==> config.mk <==
export PLATFORM = sky130hd
export DESIGN_NAME = pps_oscillator_discipline
export DESIGN_NICKNAME = d
export VERILOG_FILES = /design/src/rtl/pod_pkg.sv /design/src/rtl/pod_core.sv /design/src/rtl/pod_skid.sv /design/src/rtl/pps_oscillator_discipline.sv
export SDC_FILE = /design/constraint.sdc
export NUM_CORES = 1
export LEC_CHECK = 0
export BUFFER_PORTS_ARGS = -buffer_cell sky130_fd_sc_hd__buf_2
export CAP_MARGIN = 25
export CORE_MARGIN = 5
export CORE_UTILIZATION = 50
export DETAILED_ROUTE_END_ITERATION = 16
export GPL_TIMING_DRIVEN = 1
export PLACE_DENSITY = 0.7
export SLEW_MARGIN = 20
export SYNTH_ARGS = -nofsm -noshare
export SYNTH_HDL_FRONTEND = slang
export SYNTH_SLANG_ARGS = --single-unit
export TNS_END_PERCENT = 10
==> constraint.sdc <==
create_clock -name clk -period 9.9 [get_ports clk]
set_input_delay 0.99 -clock clk [delete_from_list [all_inputs] [get_ports clk]]
set_output_delay 0.99 -clock clk [all_outputs]
set_load 0.02 [all_outputs]
==> src/rtl/pod_pkg.sv <==
// Package for the PPS oscillator discipline block.
// Holds the input and result word types, event codes and register indexes.
// No dependencies.
`timescale 1ns / 1ps
`default_nettype none

package pod_pkg;

	typedef enum logic [1:0] {
		ACT_OSC  = 2'd0,
		ACT_SYS  = 2'd1,
		ACT_PPS  = 2'd2,
		ACT_NONE = 2'd3
	} action_t;

	typedef enum logic [1:0] {
		REG_WRAP    = 2'd0,
		REG_WINDOW  = 2'd1,
		REG_TIMEOUT = 2'd2,
		REG_NONE    = 2'd3
	} reg_index_t;

	localparam logic [31:0] WRAP_RESET    = 32'd99999;
	localparam logic [6:0]  WINDOW_RESET  = 7'd99;
	localparam logic [15:0] TIMEOUT_RESET = 16'd1001;

	typedef struct packed {
		logic [1:0]  action;
		logic [31:0] now_ms;
	} in_word_t;

	typedef struct packed {
		logic               locked;
		logic               tick_led;
		logic               pps_led;
		logic signed [31:0] ppm_tenths;
		logic signed [31:0] error_sum;
		logic [31:0]        phase_count;
		logic [6:0]         window_pos;
	} out_word_t;

endpackage

`default_nettype wire

==> src/rtl/pod_core.sv <==
// State and event logic of the PPS oscillator discipline block.
// Updates the phase, lock and error state for one event per cycle, on each cycle that fire is high.
// Depends on pod_pkg.
`timescale 1ns / 1ps
`default_nettype none

module pod_core (
	input  wire logic              clk,
	input  wire logic              arst_n,
	input  wire logic              fire,
	input  wire pod_pkg::in_word_t word,
	input  wire logic              cfg_we,
	input  wire logic [1:0]        cfg_index,
	input  wire logic [31:0]       cfg_data,
	output pod_pkg::out_word_t     result
);
	import pod_pkg::*;

	logic [31:0] wrap_q;
	logic [6:0]  window_last_q;
	logic [15:0] timeout_q;

	logic [31:0] phase_q, cap_q, err_q, tot_q, ppm_q, last_q;
	logic [6:0]  window_q;
	logic        lock_q, tick_led_q, pps_led_q;

	logic [31:0] phase_n, cap_n, err_n, tot_n, ppm_n, last_n;
	logic [6:0]  window_n;
	logic        lock_n, tick_led_n, pps_led_n;

	logic [31:0] phase_inc, elapsed, tot_sum, t_val;

	always_ff @(posedge clk or negedge arst_n) begin
		if (!arst_n) begin
			wrap_q        <= WRAP_RESET;
			window_last_q <= WINDOW_RESET;
			timeout_q     <= TIMEOUT_RESET;
		end else if (cfg_we) begin
			unique case (reg_index_t'(cfg_index))
				REG_WRAP:    wrap_q        <= cfg_data;
				REG_WINDOW:  window_last_q <= cfg_data[6:0];
				REG_TIMEOUT: timeout_q     <= cfg_data[15:0];
				default: ;
			endcase
		end
	end

	always_comb begin
		phase_inc = phase_q + 32'd1;
		elapsed   = word.now_ms - last_q;
		tot_sum   = tot_q + err_q;
		t_val     = phase_q - tot_sum;

		phase_n    = phase_q;
		cap_n      = cap_q;
		err_n      = err_q;
		tot_n      = tot_q;
		ppm_n      = ppm_q;
		last_n     = last_q;
		window_n   = window_q;
		lock_n     = lock_q;
		tick_led_n = tick_led_q;
		pps_led_n  = pps_led_q;

		unique case (action_t'(word.action))
			ACT_OSC: begin
				if (phase_inc >= wrap_q) begin
					phase_n    = '0;
					tick_led_n = ~tick_led_q;
				end else begin
					phase_n = phase_inc;
				end
			end
			ACT_SYS: begin
				if (elapsed < {16'd0, timeout_q}) begin
					lock_n = 1'b1;
				end else begin
					lock_n = 1'b0;
					cap_n  = '0;
					ppm_n  = '0;
				end
			end
			ACT_PPS: begin
				last_n = word.now_ms;
				if (lock_q) begin
					pps_led_n = ~pps_led_q;
					priority if (cap_q == 32'd0) begin
						cap_n = phase_q;
					end else if (window_q >= window_last_q) begin
						tot_n    = tot_sum;
						ppm_n    = err_q;
						window_n = '0;
						err_n    = t_val - cap_q - 32'd1;
						cap_n    = t_val;
						phase_n  = t_val;
					end else begin
						window_n = window_q + 7'd1;
						err_n    = err_q + phase_q - cap_q - 32'd1;
						cap_n    = phase_q;
					end
				end
			end
			default: ;
		endcase
	end

	always_ff @(posedge clk or negedge arst_n) begin
		if (!arst_n) begin
			phase_q    <= '0;
			cap_q      <= '0;
			err_q      <= '0;
			tot_q      <= '0;
			ppm_q      <= '0;
			last_q     <= '0;
			window_q   <= '0;
			lock_q     <= 1'b0;
			tick_led_q <= 1'b0;
			pps_led_q  <= 1'b0;
		end else if (fire) begin
			phase_q    <= phase_n;
			cap_q      <= cap_n;
			err_q      <= err_n;
			tot_q      <= tot_n;
			ppm_q      <= ppm_n;
			last_q     <= last_n;
			window_q   <= window_n;
			lock_q     <= lock_n;
			tick_led_q <= tick_led_n;
			pps_led_q  <= pps_led_n;
		end
	end

	always_comb begin
		result.locked      = lock_n;
		result.tick_led    = tick_led_n;
		result.pps_led     = pps_led_n;
		result.ppm_tenths  = $signed(ppm_n);
		result.error_sum   = $signed(err_n);
		result.phase_count = phase_n;
		result.window_pos  = window_n;
	end

`ifndef SYNTHESIS
	a_window_only_on_pps: assert property (@(posedge clk) disable iff (!arst_n)
		!(fire && word.action == ACT_PPS) |=> $stable(window_q))
		else $error("window count changed without a PPS edge");
	a_tick_led_only_on_osc: assert property (@(posedge clk) disable iff (!arst_n)
		!(fire && word.action == ACT_OSC) |=> $stable(tick_led_q))
		else $error("tick LED changed without an oscillator tick");
	a_lock_loss_clears: assert property (@(posedge clk) disable iff (!arst_n)
		fire && word.action == ACT_SYS && elapsed >= {16'd0, timeout_q}
		|=> !lock_q && cap_q == 32'd0 && ppm_q == 32'd0)
		else $error("lock loss did not clear capture and ppm");
`endif

endmodule

`default_nettype wire

==> src/rtl/pod_skid.sv <==
// Output register with a skid stage for result words.
// Keeps the input side free while one result waits in the output register; free drops while the skid stage is full.
// Depends on pod_pkg.
`timescale 1ns / 1ps
`default_nettype none

module pod_skid (
	input  wire logic               clk,
	input  wire logic               arst_n,
	input  wire logic               in_fire,
	input  wire pod_pkg::out_word_t in_word,
	output logic                    free,
	output logic                    out_valid,
	input  wire logic               out_ready,
	output pod_pkg::out_word_t      out_word
);
	import pod_pkg::*;

	logic      main_valid_q, skid_valid_q;
	out_word_t main_q, skid_q;

	assign free      = !skid_valid_q;
	assign out_valid = main_valid_q;
	assign out_word  = main_q;

	always_ff @(posedge clk or negedge arst_n) begin
		if (!arst_n) begin
			main_valid_q <= 1'b0;
			skid_valid_q <= 1'b0;
		end else if (out_ready || !main_valid_q) begin
			if (skid_valid_q) begin
				skid_valid_q <= 1'b0;
			end else begin
				main_valid_q <= in_fire;
			end
		end else if (in_fire) begin
			skid_valid_q <= 1'b1;
		end
	end

	always_ff @(posedge clk) begin
		if (out_ready || !main_valid_q) begin
			main_q <= skid_valid_q ? skid_q : in_word;
		end
		if (in_fire && main_valid_q && !out_ready) begin
			skid_q <= in_word;
		end
	end

`ifndef SYNTHESIS
	a_skid_behind_main: assert property (@(posedge clk) disable iff (!arst_n)
		skid_valid_q |-> main_valid_q)
		else $error("skid stage full while output register empty");
	a_skid_fill_on_stall: assert property (@(posedge clk) disable iff (!arst_n)
		$rose(skid_valid_q) |-> $past(main_valid_q && !out_ready && in_fire))
		else $error("skid stage filled without a stalled output");
`endif

endmodule

`default_nettype wire

==> src/rtl/pps_oscillator_discipline.sv <==
// PPS oscillator discipline block: phase counter, lock and error window.
// The result word of an accepted event is registered in pod_skid before it appears on the output.
// Throughput: one event per cycle while in_ready is high; in_ready drops while the skid stage is full.
// The skid stage in pod_skid lets one more event in while a result waits.
// Reset clears the core state and the output valid flags and loads the default wrap limit, window and timeout.
`timescale 1ns / 1ps
`default_nettype none

module pps_oscillator_discipline (
	input  wire logic               clk,
	input  wire logic               arst_n,
	input  wire logic               in_valid,
	output logic                    in_ready,
	input  wire pod_pkg::in_word_t  in_data,
	output logic                    out_valid,
	input  wire logic               out_ready,
	output pod_pkg::out_word_t      out_data,
	input  wire logic               cfg_we,
	input  wire logic [1:0]         cfg_index,
	input  wire logic [31:0]        cfg_data
);
	import pod_pkg::*;

	logic      fire;
	out_word_t result;

	assign fire = in_valid && in_ready;

	pod_core u_core (
		.clk       (clk),
		.arst_n    (arst_n),
		.fire      (fire),
		.word      (in_data),
		.cfg_we    (cfg_we),
		.cfg_index (cfg_index),
		.cfg_data  (cfg_data),
		.result    (result)
	);

	pod_skid u_skid (
		.clk       (clk),
		.arst_n    (arst_n),
		.in_fire   (fire),
		.in_word   (result),
		.free      (in_ready),
		.out_valid (out_valid),
		.out_ready (out_ready),
		.out_word  (out_data)
	);

endmodule

`default_nettype wire
==> results.json <==
{
  "cp.required_ns": 10.22,
  "maxSlewHeadroom_pct": 32.4,
  "area_growth_pct": 11.8,
  "initial_core_util_pct": 50.6,
  "final_antenna_net_count": 0,
  "cts_tree": "built",
  "viasPerCell": 5.88,
  "clock.fmax_ghz": 0.127,
  "clock_skew_ns": 0.0271,
  "final_util_pct": 56.6,
  "ys_types": 93,
  "seqCellArea_um2": 12900,
  "critPathLaunchType": "register",
  "yosys_register_bits": 471,
  "rows": 89,
  "r2r-start": "u_core.err_q[1]",
  "root_buffer": "clkbuf_16",
  "drcViolationCount": 0,
  "status": "completed",
  "synth-edff-count": 212,
  "syn_inst": 3014,
  "clockBufferDepth": 3,
  "hpwlAfterDp_um": 64200,
  "htree_levels": 2,
  "fp.dieH_um": 255,
  "cp-startpoint": "u_core.err_q[1]",
  "place_congestion": 0.975,
  "multi_input_area_um2": 15600,
  "postCtsResizedCells": 0,
  "synth_nets": 3331,
  "critical_path_class": "reg -> reg",
  "power_density_nw_per_um2": 339,
  "synthFlopType": "dfrtp_1",
  "min_period_ns": 7.90,
  "io_pins": 181,
  "dieArea_um2": 65000,
  "vias": 23400,
  "ys_seq_area_share_pct": 42.9,
  "async_flop_share_pct": 55.0,
  "clk_pin_slew_ns": 0.06,
  "crit_arrival_ns": 8.22,
  "drtIter0Drc": 2011,
  "drv_slew": 0,
  "wl_um": 84100,
  "nNetsFinal": 3483,
  "coreArea_um2": 59200,
  "gr-usage-all-layers_pct": 25.6,
  "crit_path_end_kind": "register",
  "postSynthAreaPerCell_um2": 9.95,
  "finalHoldViolCount": 0,
  "hold_path_class": "in -> async",
  "synthesis.area_um2": 30000,
  "postCtsSetupBuffers": 0,
  "tightest_slew_ns": 1.01,
  "finalSetupTns_ns": 0,
  "antenna_found_initial": 1,
  "rsz0062_at_grt": "no",
  "grt_overflow": 0,
  "grt_pass1_wl_um": 132000,
  "die_w_um": 255,
  "critical-path-slowest-cell": "dfrtp_1",
  "grt_max_degree": 76,
  "worstSkewPairLatency_ns": 0.61,
  "setup_violations": 0,
  "io_buffers": 180,
  "cts.sink_count": 471,
  "cpPeakStageDelay_ns": 0.47,
  "fillers": 5179,
  "ys.warnings.count": 0,
  "ir_drop_mv": 0.184,
  "path_common_cell": "a21o_1",
  "crit_fanout": 7,
  "cts_buffers": 53,
  "post-route-period-util_pct": 79.8,
  "first_pass_iters": 5,
  "cts_hold_buf": 0,
  "grt_pass1_vias": 23000,
  "power.leakage_nw": 15.1,
  "routedWlPerCell_um": 21.1,
  "drive_above_1_share_pct": 16.2,
  "drv_cap": 0
}
-- worst max-delay path: cells and delay by family (launching register included) --
| family | cells | cell delay (ns) |
|---|---|---|
| XOR/XNOR | 3 | 0.62 |
| adder cells (fa/ha/maj) | 3 | 1.10 |
| AND/OR/NAND/NOR | 2 | 0.18 |
| flip-flops | 1 | 0.47 |
| AO/OA/AOI/OAI | 24 | 5.25 |
-- cell type report --
cell class              count  area share [%]
well taps                 773            2.88
repair buffers            211            3.49
clock inverters            32           0.985
multi-input cells        2134            46.6
flip-flops and latches    471            38.4
clock buffers              68            4.37
diodes                      1         0.00746
inverters                 295            3.30
-- logic make-up (layout without fill, tap and decap cells) --
kind of cell	after synthesis	count (layout)	share of synthesized area, %
other cells	0	1	0
xor+xnor	167	167	4.92
flops	471	471	42.9
buf+inv	409	606	5.22
fa+ha+maj	246	246	11.1
compound gates	859	859	18.5
mux	181	181	6.66
simple gates	681	681	10.6
-- routing by layer --
layer	share of wire [%]	global-route usage [%]	vias to the layer above
met2	41	36.9	815
met1	49	40.4	11400
met3	7.2	4.40	97
li1	-	-	11100
met4	2.2	5.78	0
met5	0	0	-
-- sequential cells by signal, indices dropped and copies added (netlist names), 7 cells and up --
name                  cells
u_core.tot_q             32
u_core.ppm_q             32
u_core.err_q             32
u_core.cap_q             32
u_core.wrap_q            32
u_skid.skid_q           106
u_core.window_last_q      7
u_core.phase_q           32
u_skid.out_word         106
u_core.last_q            32
u_core.timeout_q         16
u_core.window_q           7
-- power by group --
group	total [mW]	switching, mW	internal [mW]
registers	2.70	0.287	2.41
clock network	2.02	0.837	1.19
logic	6.65	4.03	2.62
-- cell usage in the layout, fill, tap and decap left out, types with 10 or more instances in the layout --
cell	synthesis	layout
o31ai_1	11	11
nand3_1	42	42
clkinv_2	0	12
dfstp_2	21	21
or2_2	10	10
xor2_1	57	57
o21ai_0	291	291
a22oi_1	12	12
inv_1	292	292
nor3_1	30	29
nand4_1	27	27
buf_4	4	29
fa_1	36	36
a21oi_1	166	165
nor2b_1	19	18
clkbuf_16	0	56
a31oi_1	17	17
a21o_1	95	95
mux2_2	145	145
o21a_1	35	35
buf_2	12	179
nand2b_1	28	28
or3_1	13	13
edfxtp_1	212	212
nand2_1	324	321
and3_1	23	23
dfrtp_1	238	237
o211ai_1	20	20
xnor2_1	109	109
o21bai_1	18	18
clkbuf_1	89	10
mux2i_1	35	35
o31a_1	10	10
a211oi_1	21	21
ha_1	208	208
a22o_1	67	67
nor4_1	16	16
nor2_1	113	109
-- Yosys cell counts, types with 20 or more instances --
cell type    n  area (um2)
clkbuf_1    89         334
and3_1      23         144
fa_1        36         721
mux2i_1     35         350
nand2_1    324        1220
a22o_1      67         587
o211ai_1    20         150
nand2b_1    28         175
o21ai_0    291        1460
ha_1       208        2600
xor2_1      57         499
nand3_1     42         210
nor2_1     113         424
inv_1      292        1100
o21a_1      35         263
a21oi_1    166         831
edfxtp_1   212        6370
mux2_2     145        1630
nor3_1      30         150
a211oi_1    21         158
a21o_1      95         713
xnor2_1    109         955
nand4_1     27         169
dfrtp_1    238        5960
dfstp_2     21         552
-- per-stage QoR --
step | hold slack, ns | std cells | instance area (um2) | total power, mW | setup WS (ns)
after floorplan | 0.454 | 3014 | 30000 | 7.45 | 1.17
after global placement | 0.468 | 3882 | 31700 | 9.03 | 2.32
after detailed placement | 0.476 | 3883 | 31700 | 9.18 | 2.16
after CTS | 0.349 | 3983 | 33500 | 11.3 | 2.15
after global routing | 0.385 | 3985 | 33500 | 12.2 | 1.51
final | 0.337 | 3985 | 33500 | 11.4 | 2.00
-- final timing paths --
path,to,slack (ns),cells past startpoint
max,u_skid.out_word[69],2.00,32
min,u_core.last_q[5],0.34,1
max reg2reg,u_skid.out_word[69],2.00,32
min reg2reg,u_core.pps_led_q,0.49,1
max in group asynchronous,u_core.ppm_q[11],8.17,2
min in group clk,u_core.pps_led_q,0.49,1
Note: power is estimated with default switching activity, not from simulation.
